[src/sv/cpet_pkg.sv]
// Shared types and constants for the contact pair event tracker.
package cpet_pkg;

    localparam int unsigned PORT_ID_BITS = 16;

    localparam logic [1:0] EV_NONE   = 2'd0;
    localparam logic [1:0] EV_BEFORE = 2'd1;
    localparam logic [1:0] EV_DURING = 2'd2;
    localparam logic [1:0] EV_AFTER  = 2'd3;

    typedef struct packed {
        logic [PORT_ID_BITS-1:0] id_a;
        logic [PORT_ID_BITS-1:0] id_b;
        logic                    intersecting;
    } cpet_in_t;

    typedef struct packed {
        logic [1:0]              event_kind;
        logic [PORT_ID_BITS-1:0] low_id;
        logic [PORT_ID_BITS-1:0] high_id;
        logic                    table_overflow;
    } cpet_out_t;

    // Search token that walks down the row of slot cells.
    typedef struct packed {
        logic active;
        logic matched;
        logic freed;
    } cpet_scan_t;

    // Update broadcast to all cells once the search has finished.
    typedef struct packed {
        logic insert;
        logic remove;
    } cpet_commit_t;

endpackage

[src/sv/cpet_cell.sv]
// One slot of the pair table, with its stage of the search chain.
module cpet_cell
    import cpet_pkg::*;
#(
    parameter int unsigned KEY_BITS = 32
)
(
    input  logic                clk,
    input  logic                rst_n,
    input  cpet_scan_t          scan_in,
    input  logic [KEY_BITS-1:0] key,
    input  cpet_commit_t        commit,
    output cpet_scan_t          scan_out
);

    logic                valid_reg;
    logic                valid_next;
    logic [KEY_BITS-1:0] pair_reg;
    logic [KEY_BITS-1:0] pair_next;
    logic                mark_match_reg;
    logic                mark_match_next;
    logic                mark_free_reg;
    logic                mark_free_next;
    cpet_scan_t          scan_reg;
    cpet_scan_t          scan_next;
    logic                hit;

    assign hit = valid_reg && (pair_reg == key);

    always_comb
    begin
        valid_next      = valid_reg;
        pair_next       = pair_reg;
        mark_match_next = mark_match_reg;
        mark_free_next  = mark_free_reg;
        scan_next       = scan_in;
        if (scan_in.active)
        begin
            // Only the first matching and the first free slot are marked.
            mark_match_next   = hit && !scan_in.matched;
            mark_free_next    = !valid_reg && !scan_in.freed;
            scan_next.matched = scan_in.matched || hit;
            scan_next.freed   = scan_in.freed || !valid_reg;
        end
        if (commit.insert && mark_free_reg)
        begin
            valid_next = 1'b1;
            pair_next  = key;
        end
        if (commit.remove && mark_match_reg)
        begin
            valid_next = 1'b0;
        end
    end

    always_ff @(posedge clk or negedge rst_n)
    begin
        if (!rst_n)
        begin
            valid_reg      <= 1'b0;
            mark_match_reg <= 1'b0;
            mark_free_reg  <= 1'b0;
            scan_reg       <= '0;
        end
        else
        begin
            valid_reg      <= valid_next;
            mark_match_reg <= mark_match_next;
            mark_free_reg  <= mark_free_next;
            scan_reg       <= scan_next;
        end
    end

    always_ff @(posedge clk)
    begin
        pair_reg <= pair_next;
    end

    assign scan_out = scan_reg;

endmodule

[src/sv/contact_pair_event_tracker.sv]
// Top level of the contact pair event tracker: control, item registers and the cell row.
//
// Usage. Each input transaction on in_data carries two object ids and a bit that
// says whether the objects overlap now. The block orders the ids, looks the pair
// up among the pairs that overlapped before and returns exactly one output
// transaction on out_data: none, before (pair newly stored), during (pair already
// stored) or after (pair removed). When a new pair finds every slot taken, the
// event is still before but table_overflow is set and the pair is not stored.
// Both channels use a valid/ready handshake. The table is a row of MAX_PAIRS
// cells; a search token steps one cell per clock, and the block takes no new
// item while that walk along the row and the commit of its result are under
// way. The output register frees the input side: the next item is accepted
// as soon as a result has been registered, even if the receiver has not yet
// taken it. If the receiver stalls, a finished search waits before updating the
// table until the output register is free. Reset clears every slot's valid mark
// at once, so the block accepts items in the first cycle after reset.
module contact_pair_event_tracker
    import cpet_pkg::*;
#(
    parameter int unsigned MAX_PAIRS = 64,
    parameter int unsigned ID_BITS   = 16
)
(
    input  logic      clk,
    input  logic      rst_n,
    input  logic      in_valid,
    output logic      in_ready,
    input  cpet_in_t  in_data,
    output logic      out_valid,
    input  logic      out_ready,
    output cpet_out_t out_data
);

    localparam int unsigned KEY_BITS = 2 * ID_BITS;

    typedef enum logic [3:0] {
        ST_IDLE   = 4'b0001,
        ST_START  = 4'b0010,
        ST_SCAN   = 4'b0100,
        ST_COMMIT = 4'b1000
    } state_t;

    state_t             state_reg;
    state_t             state_next;
    logic [ID_BITS-1:0] lo_reg;
    logic [ID_BITS-1:0] lo_next;
    logic [ID_BITS-1:0] hi_reg;
    logic [ID_BITS-1:0] hi_next;
    logic               hit_reg;
    logic               hit_next;
    logic               matched_reg;
    logic               matched_next;
    logic               freed_reg;
    logic               freed_next;
    logic               out_valid_reg;
    logic               out_valid_next;
    cpet_out_t          out_data_reg;
    cpet_out_t          out_data_next;

    logic [ID_BITS-1:0]  id_a_cut;
    logic [ID_BITS-1:0]  id_b_cut;
    logic [KEY_BITS-1:0] key;
    logic                in_accept;
    logic                out_free;
    cpet_commit_t        commit;
    cpet_scan_t          scan [MAX_PAIRS+1];

    // Ids are reduced to the configured width before ordering and matching.
    assign id_a_cut  = ID_BITS'(in_data.id_a);
    assign id_b_cut  = ID_BITS'(in_data.id_b);
    assign key       = {hi_reg, lo_reg};
    assign in_ready  = (state_reg == ST_IDLE);
    assign in_accept = in_valid && in_ready;
    assign out_free  = !out_valid_reg || out_ready;

    // The token enters the first cell during the start cycle, with no match and
    // no free slot seen so far.
    assign scan[0].active  = (state_reg == ST_START);
    assign scan[0].matched = 1'b0;
    assign scan[0].freed   = 1'b0;

    genvar g;
    generate
        for (g = 0; g < MAX_PAIRS; g++)
        begin : g_cell
            cpet_cell #(
                .KEY_BITS (KEY_BITS)
            ) u_cell (
                .clk      (clk),
                .rst_n    (rst_n),
                .scan_in  (scan[g]),
                .key      (key),
                .commit   (commit),
                .scan_out (scan[g+1])
            );
        end
    endgenerate

    always_comb
    begin
        state_next     = state_reg;
        lo_next        = lo_reg;
        hi_next        = hi_reg;
        hit_next       = hit_reg;
        matched_next   = matched_reg;
        freed_next     = freed_reg;
        out_valid_next = out_valid_reg;
        out_data_next  = out_data_reg;
        commit         = '0;

        if (out_valid_reg && out_ready)
        begin
            out_valid_next = 1'b0;
        end

        case (state_reg)
            ST_IDLE:
            begin
                if (in_accept)
                begin
                    if (id_a_cut < id_b_cut)
                    begin
                        lo_next = id_a_cut;
                        hi_next = id_b_cut;
                    end
                    else
                    begin
                        lo_next = id_b_cut;
                        hi_next = id_a_cut;
                    end
                    hit_next   = in_data.intersecting;
                    state_next = ST_START;
                end
            end
            ST_START:
            begin
                state_next = ST_SCAN;
            end
            ST_SCAN:
            begin
                // The token has left the last cell: the whole table was seen.
                if (scan[MAX_PAIRS].active)
                begin
                    matched_next = scan[MAX_PAIRS].matched;
                    freed_next   = scan[MAX_PAIRS].freed;
                    state_next   = ST_COMMIT;
                end
            end
            ST_COMMIT:
            begin
                if (out_free)
                begin
                    commit.insert = hit_reg && !matched_reg && freed_reg;
                    commit.remove = !hit_reg && matched_reg;
                    out_data_next.low_id         = PORT_ID_BITS'(lo_reg);
                    out_data_next.high_id        = PORT_ID_BITS'(hi_reg);
                    out_data_next.table_overflow = hit_reg && !matched_reg && !freed_reg;
                    if (hit_reg)
                    begin
                        out_data_next.event_kind = matched_reg ? EV_DURING : EV_BEFORE;
                    end
                    else
                    begin
                        out_data_next.event_kind = matched_reg ? EV_AFTER : EV_NONE;
                    end
                    out_valid_next = 1'b1;
                    state_next     = ST_IDLE;
                end
            end
            default:
            begin
                state_next = ST_IDLE;
            end
        endcase
    end

    always_ff @(posedge clk or negedge rst_n)
    begin
        if (!rst_n)
        begin
            state_reg     <= ST_IDLE;
            out_valid_reg <= 1'b0;
        end
        else
        begin
            state_reg     <= state_next;
            out_valid_reg <= out_valid_next;
        end
    end

    always_ff @(posedge clk)
    begin
        lo_reg       <= lo_next;
        hi_reg       <= hi_next;
        hit_reg      <= hit_next;
        matched_reg  <= matched_next;
        freed_reg    <= freed_next;
        out_data_reg <= out_data_next;
    end

    assign out_valid = out_valid_reg;
    assign out_data  = out_data_reg;

endmodule

[config.mk]
export PLATFORM = sky130hd
export DESIGN_NAME = contact_pair_event_tracker
export DESIGN_NICKNAME = d
export VERILOG_FILES = /design/src/sv/cpet_pkg.sv /design/src/sv/cpet_cell.sv /design/src/sv/contact_pair_event_tracker.sv
export SDC_FILE = /design/constraint.sdc
export NUM_CORES = 2
export LEC_CHECK = 0
export BUFFER_PORTS_ARGS = -buffer_cell sky130_fd_sc_hd__buf_2
export CELL_PAD_IN_SITES_DETAIL_PLACEMENT = 1
export CELL_PAD_IN_SITES_GLOBAL_PLACEMENT = 1
export CORE_ASPECT_RATIO = 0.7
export CORE_MARGIN = 8
export CORE_UTILIZATION = 50
export CTS_BUF_LIST = sky130_fd_sc_hd__clkbuf_8
export CTS_CLUSTER_SIZE = 20
export DETAILED_ROUTE_END_ITERATION = 8
export PLACE_DENSITY_LB_ADDON = 0.1
export SLEW_MARGIN = 20
export SYNTH_ARGS = -nofsm -noshare
export SYNTH_HDL_FRONTEND = slang
export SYNTH_HIERARCHICAL = 1
export SYNTH_SLANG_ARGS = --single-unit
[constraint.sdc]
create_clock -name clk -period 6 [get_ports clk]
set_input_delay 1.2 -clock clk [delete_from_list [all_inputs] [get_ports clk]]
set_output_delay 1.2 -clock clk [all_outputs]
set_load 0.01 [all_outputs]
==> metrics.csv <==
stage,metric,value,unit
final_layout,largest_reg_flops,2048,
setup_path,critPathMaxStageDelay,0.79,ns
floorplanning,die_area,220000,um^2
grt,overflow,0,
routing,routed_wl,261000,um
placed_design,place.port_buffers,73,
logic_synthesis,synth_async_sr_flop_share,15.5,%
routing,drc,0,
placed_design,routabilityCongestion,0.751,
logic_synthesis,yosysWarnings,6,
routing,drt_first_pass_iters,6,
timing,post-route-min-period,3.92,ns
pwr,switching_power,0.0121,W
routing,drt_iter0_markers,4898,
routing,ant_nets,0,
timing,finalCritPeriodShare,65.3,%
floorplanning,die_w,557,um
logic_synthesis,synth_edf_count,2118,
timing,final_hold_viol_count,0,
grt,grt_pass1_vias,59356,
clock_network,postCtsHoldBufs,0,
setup_path,rr_startpoint,state_reg[1],
pwr,swShare,29.3,%
pwr,sequentialPowerShare,49.7,%
logic_synthesis,synth_top_cell_by_area,edfxtp_1,
final_layout,finalInstanceArea,115000,um^2
logic_synthesis,yosys.cell_types.count,43,
pwr,ir_drop,0.260,mV
floorplanning,pin_count,74,
timing,slew_headroom,33.2,%
pwr,comb_power_share,17.3,%
placed_design,dpl-instance-area,108000,um^2
final_layout,nNetsFinal,6958,
setup_path,critPathKind,flop to flop,
clock_network,clk_latency,0.96,ns
job,maxCapViolations,0,
pwr,clkPwrFrac,33.0,%
setup_path,crit_chain,"nor2_1, nand3b_1, a21oi_4, buf_4, and3_4, buf_4, and2_1, buf_4",
setup_path,worstPathArrival,4.52,ns
setup_path,startpoint_type,flop,
clock_network,clock_sinks,2507,
routing,vias_per_cell,5.58,
floorplanning,core_area,204000,um^2
floorplanning,initial_core_util,50.1,%
timing,tightestPinTransition,1.00,ns
clock_network,cts-root-buf,clkbuf_8,
clock_network,htreeDepth,5,
clock_network,clk_path_buf_depth,4,
grt,grt_first_pass_wirelength,389000,um
logic_synthesis,yosysMostFrequentCell,edfxtp_1,
pwr,power.density,357,nW/um^2
clock_network,cts_tree,built,
final_layout,syn_to_final_growth,12.7,%
pwr,static-leakage-power,42.2,nW
setup_path,cp_num_buf_inv,3,
clock_network,cts_resized,0,
setup_path,crit_family,simple AND/OR/NAND/NOR gates,
clock_network,path_clk_slew,0.06,ns
grt,grt_max_degree,122,
logic_synthesis,ys_seq_elements,2507,
logic_synthesis,synthFlopType,edfxtp_1,
timing,setup_tns,0,ns
logic_synthesis,synthesis.area,102000,um^2
placed_design,place_hpwl,137000,um
logic_synthesis,syn-mean-instance-area,16.3,um^2
pwr,intPower,0.0291,W
timing,clock_skew,0.0530,ns
logic_synthesis,synth_top_area_share,62.2,%
grt,antenna_found_initial,10,
timing,setup_viol,0,
setup_path,crit_slowest_cell,and3_4,
setup_path,end_kind,flop,
timing,max_freq,255,MHz
setup_path,startpoint,state_reg[1],
setup_path,cp_max_fo,37,
clock_network,post_cts_buffers,0,
logic_synthesis,postSynthCellCount,6271,
min_path,worstHoldPathType,primary input to asynchronous set/reset pin,
logic_synthesis,synth_commonest_cells,"edfxtp_1, xor2_1, inv_1",
outcome,outcome,"finished, final reports clean",
routing,vias,55676,
grt,grt.total_usage,23.4,%
clock_network,cts_buffers,383,
final_layout,drive_above_1_share,12.4,%
logic_synthesis,ys_seq_area_share,71.7,%
timing,final_max_slew_viol_count,0,
routing,wl_per_cell,26.1,um
floorplanning,std_cell_rows,139,
floorplanning,die_h,394,um
logic_synthesis,synth.top_cells.by_area,"edfxtp_1, xor2_1, dfrtp_1",
setup_path,cpMostUsedCell,buf_4,
setup_path,crit_required,6.60,ns
timing,grt_setup_unrepaired,false,
==> layout make-up <==
| cell class | instances | area, um^2 |
|---|---|---|
| timing repair buffer | 248 | 2230 |
| tap | 2749 | 3440 |
| multi-input combinational | 3360 | 27400 |
| clock inverter | 263 | 1260 |
| fill | 18972 | 88900 |
| sequential | 2507 | 73300 |
| inverter | 404 | 1520 |
| clock buffer | 440 | 6060 |
| antenna | 5 | 12.5 |
==> metrics by stage <==
| stage | instances | util, % | hold slack, ns | power [W] | worst slack (ns) |
|---|---|---|---|---|---|
| 2_1_floorplan | 6274 | - | 0.374 | 0.0250 | 0.201 |
| 3_3_place_gp | 9268 | 52.9 | 0.391 | 0.0278 | 1.56 |
| 3_5_place_dp | 9268 | 52.9 | 0.402 | 0.0280 | 1.50 |
| 4_1_cts | 9971 | 56.5 | 0.186 | 0.0417 | 2.03 |
| 5_1_grt | 9973 | 56.5 | 0.208 | 0.0428 | 1.87 |
| 6_report | 9976 | 56.5 | 0.229 | 0.0412 | 2.08 |
==> cell usage in the layout (no fill, tap or decap), drive strengths merged, types with 65 or more instances in the layout <==
master,Yosys,layout
a21o,65,65
and2,67,67
and3,65,65
buf,3,248
clkbuf,0,440
clkinv,0,68
dfrtp,388,388
edfxtp,2118,2118
inv,404,586
nand2,131,131
nand4,129,129
nor2b,129,129
nor3,65,65
nor4,384,384
o221ai,65,65
xnor2,320,320
xor2,1472,1472
==> routing by layer <==
| layer | global-route usage, % | part of all wire, % | wire length (um) |
|---|---|---|---|
| met1 | 34.1 | 46 | 121000 |
| met2 | 37.3 | 47 | 122000 |
| met3 | 3.14 | 4.6 | 12100 |
| met4 | 6.16 | 2.3 | 5870 |
| met5 | 0 | 0.0027 | 7 |
==> power by group through the flow <==
stage,sequential [W],clock (W),combinational (W)
CTS,0.0205,0.0140,0.00723
detailed placement,0.0208,0,0.00719
global route,0.0205,0.0147,0.00763
global placement,0.0208,0,0.00697
finish,0.0205,0.0136,0.00711
floorplan,0.0223,0,0.00273
==> cells by family after synthesis <==
kind of cell	synth area share (%)
compound gates	4.67
xor+xnor	15.8
simple gates	5.61
other cells	0.00367
flops	71.7
fa+ha+maj	0.208
buf+inv	1.54
mux	0.482
==> path summary, 6_finish.rpt <==
path / endpoint / slack, ns / depth (start not counted)
worst min-delay path: g_cell[1].u_cell/scan_out[2] / 0.23 / 1
worst min register to register: g_cell[57].u_cell/scan_out[2] / 0.41 / 0
worst max register to register: g_cell[42].u_cell/pair_reg[24] / 2.08 / 8
worst max-delay path: g_cell[42].u_cell/pair_reg[24] / 2.08 / 8
min in group clk: g_cell[57].u_cell/scan_out[2] / 0.41 / 0
max in group asynchronous: g_cell[46].u_cell/scan_out[1] / 4.39 / 2
No activity file was read; power rests on OpenSTA's default activity.
